[config.mk]
export PLATFORM = sky130hd
export DESIGN_NAME = ufmc_ram
export DESIGN_NICKNAME = d
export VERILOG_FILES = /design/src/rtl/ufmc_ram.sv
export SDC_FILE = /design/constraint.sdc
export NUM_CORES = 1
export LEC_CHECK = 0
export ABC_AREA = 1
export BUFFER_PORTS_ARGS = -buffer_cell sky130_fd_sc_hd__buf_2
export CAP_MARGIN = 20
export CORE_MARGIN = 2
export CORE_UTILIZATION = 65
export CTS_CLUSTER_DIAMETER = 150
export DETAILED_ROUTE_END_ITERATION = 16
export PLACE_DENSITY = 0.95
export SLEW_MARGIN = 10
export SYNTH_ARGS = -nofsm -noshare
export SYNTH_HDL_FRONTEND = slang
export SYNTH_SLANG_ARGS = --single-unit
[constraint.sdc]
create_clock -name i_clk -period 4.5 [get_ports i_clk]
set_clock_uncertainty 0.1 [all_clocks]
set_input_delay 0.225 -clock i_clk [delete_from_list [all_inputs] [get_ports i_clk]]
set_output_delay 0.225 -clock i_clk [all_outputs]
set_load 0.02 [all_outputs]
[src/rtl/ufmc_ram.sv]
// generic single-port ram with registered read
`default_nettype none
module ufmc_ram #(
    parameter int WIDTH = 8,
    parameter int DEPTH = 16
) (
    input  wire logic                     i_clk,
    input  wire logic                     i_we,
    input  wire logic [$clog2(DEPTH)-1:0] i_addr,
    input  wire logic [WIDTH-1:0]         i_wdata,
    output logic      [WIDTH-1:0]         o_rdata
);
    logic [WIDTH-1:0] r_mem [DEPTH];

    always_ff @(posedge i_clk) begin
        if (i_we) begin
            r_mem[i_addr] <= i_wdata;
        end
        o_rdata <= r_mem[i_addr];
    end
endmodule
`default_nettype wire

Word level (Yosys, flattened, before mapping)
Memories as Yosys holds them, arrays and structs flattened. A register that Yosys moved wholly into a read port is not among the register bits.
Index checks and enable logic that the tools add are counted.
- multiplexer cells: 2
- operator list (operator ; number):
    $mux W1 ; 2
- register bits: 0
- word-level logic and storage cells: 3
- RAM bits: 128
- memories kept: 1
- memory list (name ; depth ; bits a word ; read ports ; clocked after Yosys merged registers in ; wr ports ; RTL line ; text):
    r_mem ; 16 ; 8 ; 1 ; 1 ; 1 ; 13 ; logic [WIDTH-1:0] r_mem [DEPTH];

Longest topological paths before layout
Gate-level depths: netlist (run 1).
- depth after elaboration: 2
- depth in mapped cells: 11

Worst setup path before layout (run 1)
Ideal clock, no wire load.
- path kind: input -> register
- from: in i_addr[1]
- to: mem r_mem[3][0], enable pin
- arrival: 1.232 ns
- setup time: 0.370 ns
- path slack: 2.798 ns
- path buffers: 2
- cell stages on the path: 4
- cell sequence: buf_2 -> clkbuf_1 -> nand3_1 -> nor2_1
- RTL lines (what ; RTL line ; text):
    start, declared ; 9 ; input wire logic [$clog2(DEPTH)-1:0] i_addr,
    end, declared ; 13 ;
No word-level cell before the write port.

Worst setup path after layout (run 1)
- from: in i_addr[1]
- to: mem r_mem[9][6], enable pin
No word-level cell before the write port.

==> flow_summary.json, run 1 <==
{
  "status": "finished, final reports clean",
  "p_sw_uw": 662,
  "power.density_mw_per_mm2": 476,
  "cts_setup_buffers": 0,
  "rsz0062_at_grt": "false",
  "hold_path.class": "in2reg",
  "slew_viol_final": 0,
  "port-buffer-count": 21,
  "synthesis.nets": 562,
  "final_antenna_net_count": 0,
  "combinationalPowerShare": 0.061,
  "clkPwrFrac": 0.466,
  "setup_viol": 0,
  "drive_above_1_share": 0.0911,
  "path_class": "in2reg",
  "period_share": 0.565,
  "synth-compound-area-share": 0,
  "place_hpwl_um": 7470,
  "antenna-diode-count": 0,
  "ys_types": 11,
  "slew_headroom": 0.367,
  "yosysSeqAreaShare": 0.716,
  "synth_top_family_by_area": "simple AND/OR/NAND/NOR gates",
  "synth-adder-area-share": 0,
  "synth_mux_area_frac": 0,
  "holdBufCountCts": 0,
  "cts.clk_slew.worst_paths_ns": 0.06,
  "area_growth_pct": 13.1,
  "worstMarginPinSlew_ns": 0.944,
  "start_util": 0.674,
  "antenna_found_initial": 0,
  "synth_xor_area_frac": 0,
  "arrival_ns": 2.67,
  "grt_pass1_vias": 4010,
  "wl_met1_um": 4520,
  "vdd_drop_max_uv": 403,
  "swShare": 0.220,
  "gp_congestion": 0.937,
  "slowest_delay_ns": 0.96,
  "path_max_fanout": 35,
  "die_area_mm2": 0.00936,
  "clk_latency_ns": 0.53,
  "ys_top_cells_by_area": "edfxtp_1 69%, nand2_1 23%, dfxtp_1 2.9%",
  "wl_per_cell_um": 19.5,
  "grt_max_degree": 44,
  "worstSetupStartpointType": "primary input",
  "avgSynthCellArea_um2": 10.2,
  "cts_tree": "done",
  "layout.nets": 583,
  "worst-r2r-cell-count": 8,
  "drt_wl_total_um": 13400,
  "grt_pass1_wl_um": 20900,
  "drc_errors": 0,
  "fmax_ghz": 0.393,
  "instances_no_fill": 687,
  "dieHeight_um": 96.8,
  "drt_pass1_iterations": 6,
  "dr_wl_met3_um": 1730,
  "cts_buffers": 17,
  "dpl.cell_count": 655,
  "yosys.area_share.simple": 0.248,
  "cts_resized": 0,
  "yosys.area.top_type": "edfxtp_1",
  "fin_crit_ns": 2.54,
  "cts_sinks": 136,
  "cts.htree.levels": 4,
  "leakage_nw": 2.72,
  "crit_slowest_cell": "clkinv_1",
  "drtIter0Drc": 619,
  "top_layer_used": "met4",
  "grt-ovfl-total": 0,
  "yosys_warnings": 0,
  "core_mm2": 0.00830,
  "holdPathStages": 1,
  "crit_required_ns": 4.63,
  "vias": 4132,
  "maxCapViolCount": 0,
  "synth-seq-cells": 136,
  "die_w_um": 96.8,
  "drt-vias-per-instance": 6.01,
  "path_cells": "buf_2 -> clkinv_1 -> nand3_1 -> nor2_1",
  "crit_path_end_kind": "flop",
  "io_pins": 22,
  "tns_ns": 0,
  "hold_violations": 0,
  "syn_inst": 548,
  "synth_top_cell_area_share": 0.687,
  "grt_usage": 0.300,
  "wl_met2_um": 6490,
  "power.internal_mw": 2.35,
  "rows": 33,
  "root_buffer": "clkbuf_8",
  "netlist_area_mm2": 0.00559,
  "seqPwrFrac": 0.473,
  "cts_max_path_buffers": 2
}
==> layout make-up <==
class / instances / area, µm²
inverters: 23 / 86.3
fillers: 456 / 1970
repair buffers: 23 / 120
well taps: 105 / 131
clock inverters: 14 / 181
multi-input cells: 368 / 1390
clock buffers: 18 / 418
flip-flops and latches: 136 / 4000
==> layout by cell type (no fill, tap or decap) <==
master / n
buf_4: 2
bufinv_16: 4
clkbuf_16: 16
clkinvlp_4: 4
nor2_1: 18
nand2_1: 346
clkbuf_8: 1
clkbuf_1: 1
dfxtp_1: 8
clkinv_1: 3
inv_1: 21
edfxtp_1: 128
clkinv_2: 3
inv_2: 1
buf_2: 21
clkinv_4: 1
nand3_1: 4
==> cells by family after synthesis <==
| logic type | Yosys count |
|---|---|
| flops | 136 |
| simple gates | 368 |
| buf+inv | 44 |
==> metrics by stage <==
stage	power [mW]	hold slack (ns)	cell area [µm²]	setup WS, ns	utilization
floorplan	1.56	0.224	5590	2.80	-
global placement	1.61	0.541	5730	1.90	0.690
detailed placement	1.62	0.541	5730	1.65	0.690
CTS	3.01	0.0156	6330	2.12	0.762
global route	3.08	0.0219	6330	1.85	0.762
finish	3.01	0.0432	6330	1.96	0.762
==> synthesized netlist by cell type <==
| library cell | instances |
|---|---|
| buf_4 | 6 |
| inv_1 | 21 |
| edfxtp_1 | 128 |
| nand2_1 | 346 |
| clkinv_1 | 1 |
| inv_2 | 1 |
| dfxtp_1 | 8 |
| buf_2 | 12 |
| nor2_1 | 18 |
| nand3_1 | 4 |
| clkbuf_1 | 3 |
==> power groups by stage <==
stage,combinational [mW],sequential [mW],clock (mW)
global route,0.198,1.43,1.46
detailed placement,0.170,1.45,0
global placement,0.162,1.45,0
floorplan,0.0976,1.46,0
finish,0.183,1.43,1.41
CTS,0.177,1.43,1.40
==> final timing paths <==
check | from | to | slack, ns
setup / recovery | i_addr[1] | r_mem[9][6]$_DFFE_PP_ | 1.96
hold / removal | i_wdata[3] | r_mem[4][3]$_DFFE_PP_ | 0.04
setup reg to reg | r_mem[7][3]$_DFFE_PP_ | o_rdata[3]$_DFF_P_ | 3.21
hold reg to reg | r_mem[0][6]$_DFFE_PP_ | o_rdata[6]$_DFF_P_ | 0.63
==> flip-flops by register name (all words and copies together) (netlist names) <==
| signal | count |
|---|---|
| r_mem | 128 |
| o_rdata | 8 |
==> worst max-delay path: cells and delay by family <==
kind | cells | cell delay, ns
and+or+nand+nor | 2 | 0.92
buffers and inverters | 2 | 1.49
==> layer usage <==
layer,GRT usage,vias to the layer above
met3,0.0686,79
met4,0.152,0
met1,0.382,1867
met2,0.489,391
met5,0,-
li1,-,1795
Note: power is estimated with default switching activity, not from simulation.
==> run 2: changes to the inputs <==
ABC_AREA = 0   (was 1)
CORE_UTILIZATION = 54   (was 65)
PLACE_DENSITY = 0.86   (was 0.95)
clock period = 2.3 ns   (was 4.5 ns; I/O delays follow)
==> run 2 against run 1 <==
Effect of this change: routed wire length down 29%; sequential power grew 95%; largest cell class unchanged; critical path depth shrank 1; first-iteration DRC count shrank 71%; area after synthesis is 9.4% lower; power up 84%; sequential cell count unchanged; critical endpoint is now o_rdata[6]$_DFF_P_; setup slack worse by 1.1 ns; synthesized cell count decreased by 58%; highest routed layer unchanged; count of clock-buffer cells in the layout increased by 1.
==> flow_summary.json, run 2 <==
{
  "status": "finished, final reports clean",
  "largest_reg_flops": 128,
  "fin_crit_ns": 1.48,
  "synthesis.nets": 244,
  "hold_path.class": "in2reg",
  "netlist_area_mm2": 0.00507,
  "antenna_found_initial": 0,
  "rows": 35,
  "syn_inst": 230,
  "slew_headroom": 0.445,
  "arrival_ns": 1.77,
  "drive_above_1_share": 0.336,
  "leakage_nw": 2.00,
  "grt_max_degree": 29,
  "period_share": 0.642,
  "crit_path_end_kind": "flop",
  "core_mm2": 0.00915,
  "path_cells": "mux4_2 -> a22oi_1 -> nand2_1",
  "die_area_mm2": 0.0102,
  "synth_flop_cell": "edfxtp_1",
  "yosysSeqAreaShare": 0.790,
  "crit_slowest_cell": "mux4_2",
  "busiest_layer": "met2",
  "layout.nets": 297,
  "grt-ovfl-total": 0,
  "vias": 2442,
  "yosys_warnings": 0,
  "path_max_fanout": 1,
  "path_class": "reg2reg",
  "maxCapViolCount": 0,
  "drtIter0Drc": 177,
  "drt_wl_total_um": 9530,
  "fmax_ghz": 0.677,
  "synth_top_cell_area_share": 0.759,
  "tns_ns": 0,
  "io_pins": 22,
  "grtUsageMet1": 0.269,
  "drt_pass1_iterations": 5,
  "worst-path-buf-inv": 0,
  "cts_buffers": 17,
  "reg_top3": "r_mem: 128 flops, o_rdata: 8 flops",
  "netlist_top_cells_count": "128 x edfxtp_1, 32 x mux4_2, 16 x a22oi_1, 13 x nor2_1, 9 x nand2_1",
  "cts.htree.levels": 4,
  "grt_pass1_vias": 2597,
  "final_antenna_net_count": 0,
  "ys_top_cells_by_area": "edfxtp_1 76%, mux4_2 14%, dfxtp_1 3.2%",
  "drt-vias-per-instance": 6.01,
  "rsz0062_at_grt": "false",
  "cts_resized": 0,
  "drc_errors": 0,
  "grt_pass1_wl_um": 14800,
  "path_delay_family": "multiplexers",
  "largest_register": "r_mem",
  "port-buffer-count": 21,
  "slew_viol_final": 0,
  "worstMarginPinSlew_ns": 0.829,
  "hold_violations": 0,
  "ff2ff_setup_slack_ns": 0.82,
  "area_growth_pct": 18.4,
  "ys_types": 18,
  "layout_commonest_cell": "edfxtp_1",
  "start_util": 0.554,
  "dieHeight_um": 101,
  "most-common-layout-cells": "128 x edfxtp_1, 32 x mux4_2, 21 x buf_2",
  "slowest_delay_ns": 0.46,
  "wl_per_cell_um": 23.5,
  "power.density_mw_per_mm2": 926,
  "cts_tree": "done",
  "cts_max_path_buffers": 2,
  "root_buffer": "clkbuf_8",
  "worstSetupStartpointType": "flop",
  "die_w_um": 101,
  "whs_ns": 0.104,
  "cts.clk_slew.worst_paths_ns": 0.06,
  "synth-edff-count": 128,
  "crit_required_ns": 2.59,
  "setup_viol": 0,
  "place_hpwl_um": 6120,
  "cts_sinks": 136,
  "gp_congestion": 0.759,
  "synth-seq-cells": 136,
  "yosys.area.top_type": "edfxtp_1",
  "clk_latency_ns": 0.51,
  "grt_util_met3": 0.0548,
  "async_reset_ff_frac": 0,
  "post-synth-top-count-cell": "edfxtp_1",
  "globalRouteMet2Util": 0.333,
  "vdd_drop_max_uv": 888,
  "antenna-diode-count": 0,
  "avgSynthCellArea_um2": 22.0,
  "grt_usage": 0.210
}
==> run 2: area by class of cell <==
class / instances / area, µm²
Timing Repair Buffer: 45 / 305
Multi-Input combinational cell: 83 / 1000
Clock buffer: 19 / 422
Clock inverter: 12 / 129
Fill cell: 563 / 3150
Sequential cell: 136 / 4000
Tap cell: 111 / 139
==> run 2: path summary, 6_finish.rpt <==
kind,startpoint,to,depth (start not counted)
worst min-delay path,i_addr[3],r_mem[3][7]$_DFFE_PP_,3
worst max-delay path,r_mem[1][6]$_DFFE_PP_,o_rdata[6]$_DFF_P_,3
worst max register to register,r_mem[1][6]$_DFFE_PP_,o_rdata[6]$_DFF_P_,3
worst min register to register,r_mem[15][2]$_DFFE_PP_,o_rdata[2]$_DFF_P_,3
==> run 2: layer usage <==
layer,vias up,share of wire,routed length (µm)
met5,-,0,0
met4,0,0.022,209
met3,25,0.062,594
met2,110,0.52,4910
met1,1233,0.40,3810
li1,1074,-,-
==> run 2: metrics by stage <==
stage / util / power, mW / instance area, µm² / instances / setup slack, ns
global placement: 0.587 / 3.09 / 5370 / 367 / 0.523
finish: 0.656 / 5.56 / 6000 / 406 / 0.824
detailed placement: 0.587 / 3.11 / 5370 / 367 / 0.473
floorplan: - / 3.00 / 5070 / 230 / 0.592
global route: 0.656 / 5.74 / 6000 / 406 / 0.756
CTS: 0.656 / 5.61 / 6000 / 406 / 0.831
==> run 2: logic make-up after synthesis <==
family,count (synthesis),synth area share
multiplexers,32,0.142
AND/OR/NAND/NOR,35,0.0321
flip-flops,136,0.790
buffers and inverters,11,0.0119
AO/OA/AOI/OAI,16,0.0237
==> run 2: power breakdown <==
part           total (mW)  internal [mW]  switching [mW]
registers            2.79           2.77          0.0165
clock network        2.49           1.53           0.956
logic               0.281          0.116           0.165
total                5.56           4.42            1.14
==> run 2: what timing repair did <==
item | CTS | global route
hold buffers | 8 | 0
setup buffers | 0 | 0
hold endpoints to repair | 128 | 0
==> run 2: worst min-delay path: stages <==
cell	delay, ns
buf_2	0.14
or3b_2	0.17
nor2_1	0.10
==> run 3: changes to the inputs <==
ABC_AREA = 1   (was 0)
CORE_UTILIZATION = 61   (was 54)
PLACE_DENSITY = 0.91   (was 0.86)
clock period = 1.5 ns   (was 2.3 ns; I/O delays follow)
==> run 3 against run 2 <==
Effect of this change: global-route usage increased by 8.0 points; register-to-register slack got worse by 0.50 ns; critical path depth decreased by 2; count of clock-buffer cells in the layout decreased by 2; die area decreased by 2.2%; combinational power increased by 110%; sequential cell count unchanged; design area increased by 11%; critical path type is now reg2out.
==> flow_summary.json, run 3 (synthesis gave the netlist of run 1 again) <==
{
  "cts_max_path_buffers": 2,
  "setup_viol": 0,
  "root_buffer": "clkbuf_8",
  "cts.clk_slew.worst_paths_ns": 0.06,
  "path_cells": "buf_2",
  "dr_wl_met3_um": 1200,
  "path_delay_family": "flip-flops",
  "place_hpwl_um": 7710,
  "core_mm2": 0.00881,
  "drt-vias-per-instance": 5.59,
  "wl_met1_um": 4780,
  "status": "finished, final reports clean",
  "period_share": 0.834,
  "worstSetupStartpointType": "flop",
  "wl_met2_um": 6670,
  "hold_path.class": "in2reg",
  "vdd_drop_max_uv": 1350,
  "rsz0062_at_grt": "false",
  "most-common-layout-cells": "346 x nand2_1, 128 x edfxtp_1, 27 x buf_4",
  "layout.nets": 617,
  "p_sw_mw": 2.00,
  "port-buffer-count": 21,
  "power.internal_mw": 7.12,
  "antenna_found_initial": 0,
  "power.density_mw_per_mm2": 1380,
  "maxCapViolCount": 0,
  "combinationalPowerShare": 0.064,
  "reg_top3": "r_mem: 128 flops, o_rdata: 8 flops",
  "worst-path-buf-inv": 1,
  "cts_buffers": 17,
  "arrival_ns": 1.08,
  "final_antenna_net_count": 0,
  "gp_congestion": 0.903,
  "wl_per_cell_um": 18.1,
  "drc_errors": 0,
  "die_area_mm2": 0.00995,
  "clk_latency_ns": 0.52,
  "area_growth_pct": 18.6,
  "vias": 4048,
  "start_util": 0.635,
  "slowest_delay_ns": 0.37,
  "rows": 34,
  "fin_ws_ns": 0.250,
  "largest_register": "r_mem",
  "slew_headroom": 0.723,
  "tns_ns": 0,
  "cts_sinks": 136,
  "hold_violations": 0,
  "grt_pass1_wl_um": 20800,
  "final_core_utilization": 0.753,
  "grt_usage": 0.290,
  "drt_pass1_iterations": 6,
  "leakage_nw": 2.90,
  "grt_max_degree": 42,
  "cts.htree.levels": 4,
  "io_pins": 22,
  "cts_setup_buffers": 0,
  "drive_above_1_share": 0.131,
  "seqPwrFrac": 0.470,
  "slew_viol_final": 0,
  "final_area_mm2": 0.00663,
  "layout_commonest_cell": "nand2_1",
  "grt_pass1_vias": 3971,
  "crit_path_end_kind": "output pin",
  "place_area_mm2": 0.00594,
  "worstMarginPinSlew_ns": 0.416,
  "cts_tree": "done",
  "total_power_mw": 9.13,
  "die_w_um": 99.8,
  "dieHeight_um": 99.8,
  "path_max_fanout": 1,
  "fmax_ghz": 0.800,
  "fin_crit_ns": 1.25,
  "swShare": 0.220,
  "top_layer_used": "met4",
  "antenna-diode-count": 0,
  "post-place-ws_ns": 0.212,
  "drtIter0Drc": 452,
  "crit_slowest_cell": "dfxtp_1",
  "path_class": "reg2out",
  "crit_required_ns": 1.32,
  "clkPwrFrac": 0.467,
  "drt_wl_total_um": 13100,
  "grt-ovfl-total": 0,
  "largest_reg_flops": 128
}
==> run 3: per-layer routing <==
layer	track usage	vias up
li1	-	1864
met1	0.363	1889
met2	0.490	246
met3	0.0647	49
met4	0.126	0
met5	0	-
==> run 3: area by class of cell <==
| class | instances | area (µm²) |
|---|---|---|
| Sequential cell | 136 | 4000 |
| Fill cell | 493 | 2170 |
| Multi-Input combinational cell | 368 | 1390 |
| Clock buffer | 17 | 414 |
| Timing Repair Buffer | 57 | 408 |
| Clock inverter | 15 | 199 |
| Tap cell | 108 | 135 |
| Inverter | 23 | 86.3 |
==> run 3: worst paths after layout <==
kind / endpoint / from / cells after the start / slack [ns]
worst max-delay path: o_rdata[0] / o_rdata[0]$_DFF_P_ / 1 / 0.25
worst min-delay path: o_rdata[1]$_DFF_P_ / i_addr[2] / 7 / 0.03
worst max register to register: o_rdata[7]$_DFF_P_ / r_mem[2][7]$_DFFE_PP_ / 8 / 0.32
worst min register to register: o_rdata[7]$_DFF_P_ / r_mem[12][7]$_DFFE_PP_ / 8 / 0.60
==> run 3: worst register-to-register path, cell delays in order, from the launching register on <==
cell and delay, ns:
edfxtp_1 0.40, nand2_1 0.12, nand2_1 0.07, nand2_1 0.06, nand2_1 0.06, nand2_1 0.07, nand2_1 0.06, inv_1 0.10
nand2_1 0.05
==> run 3: power by group through the flow <==
stage               Sequential [mW]  Clock [mW]  Combinational (mW)
floorplan                      4.38           0               0.293
global placement               4.36           0               0.518
detailed placement             4.36           0               0.539
CTS                            4.28        4.28               0.570
global route                   4.29        4.44               0.638
finish                         4.29        4.26               0.580
==> run 3: per-stage QoR <==
stage               hold WS (ns)  cells
CTS                      0.00347    724
floorplan                 0.0739    548
finish                    0.0264    724
global route              0.0444    724
detailed placement         0.395    684
global placement           0.396    684
==> run 3: what timing repair did <==
action                                 in CTS  in global routing
hold buffers                                8                  0
endpoints found under the hold margin     128                  0
gates resized for setup                     0                  0
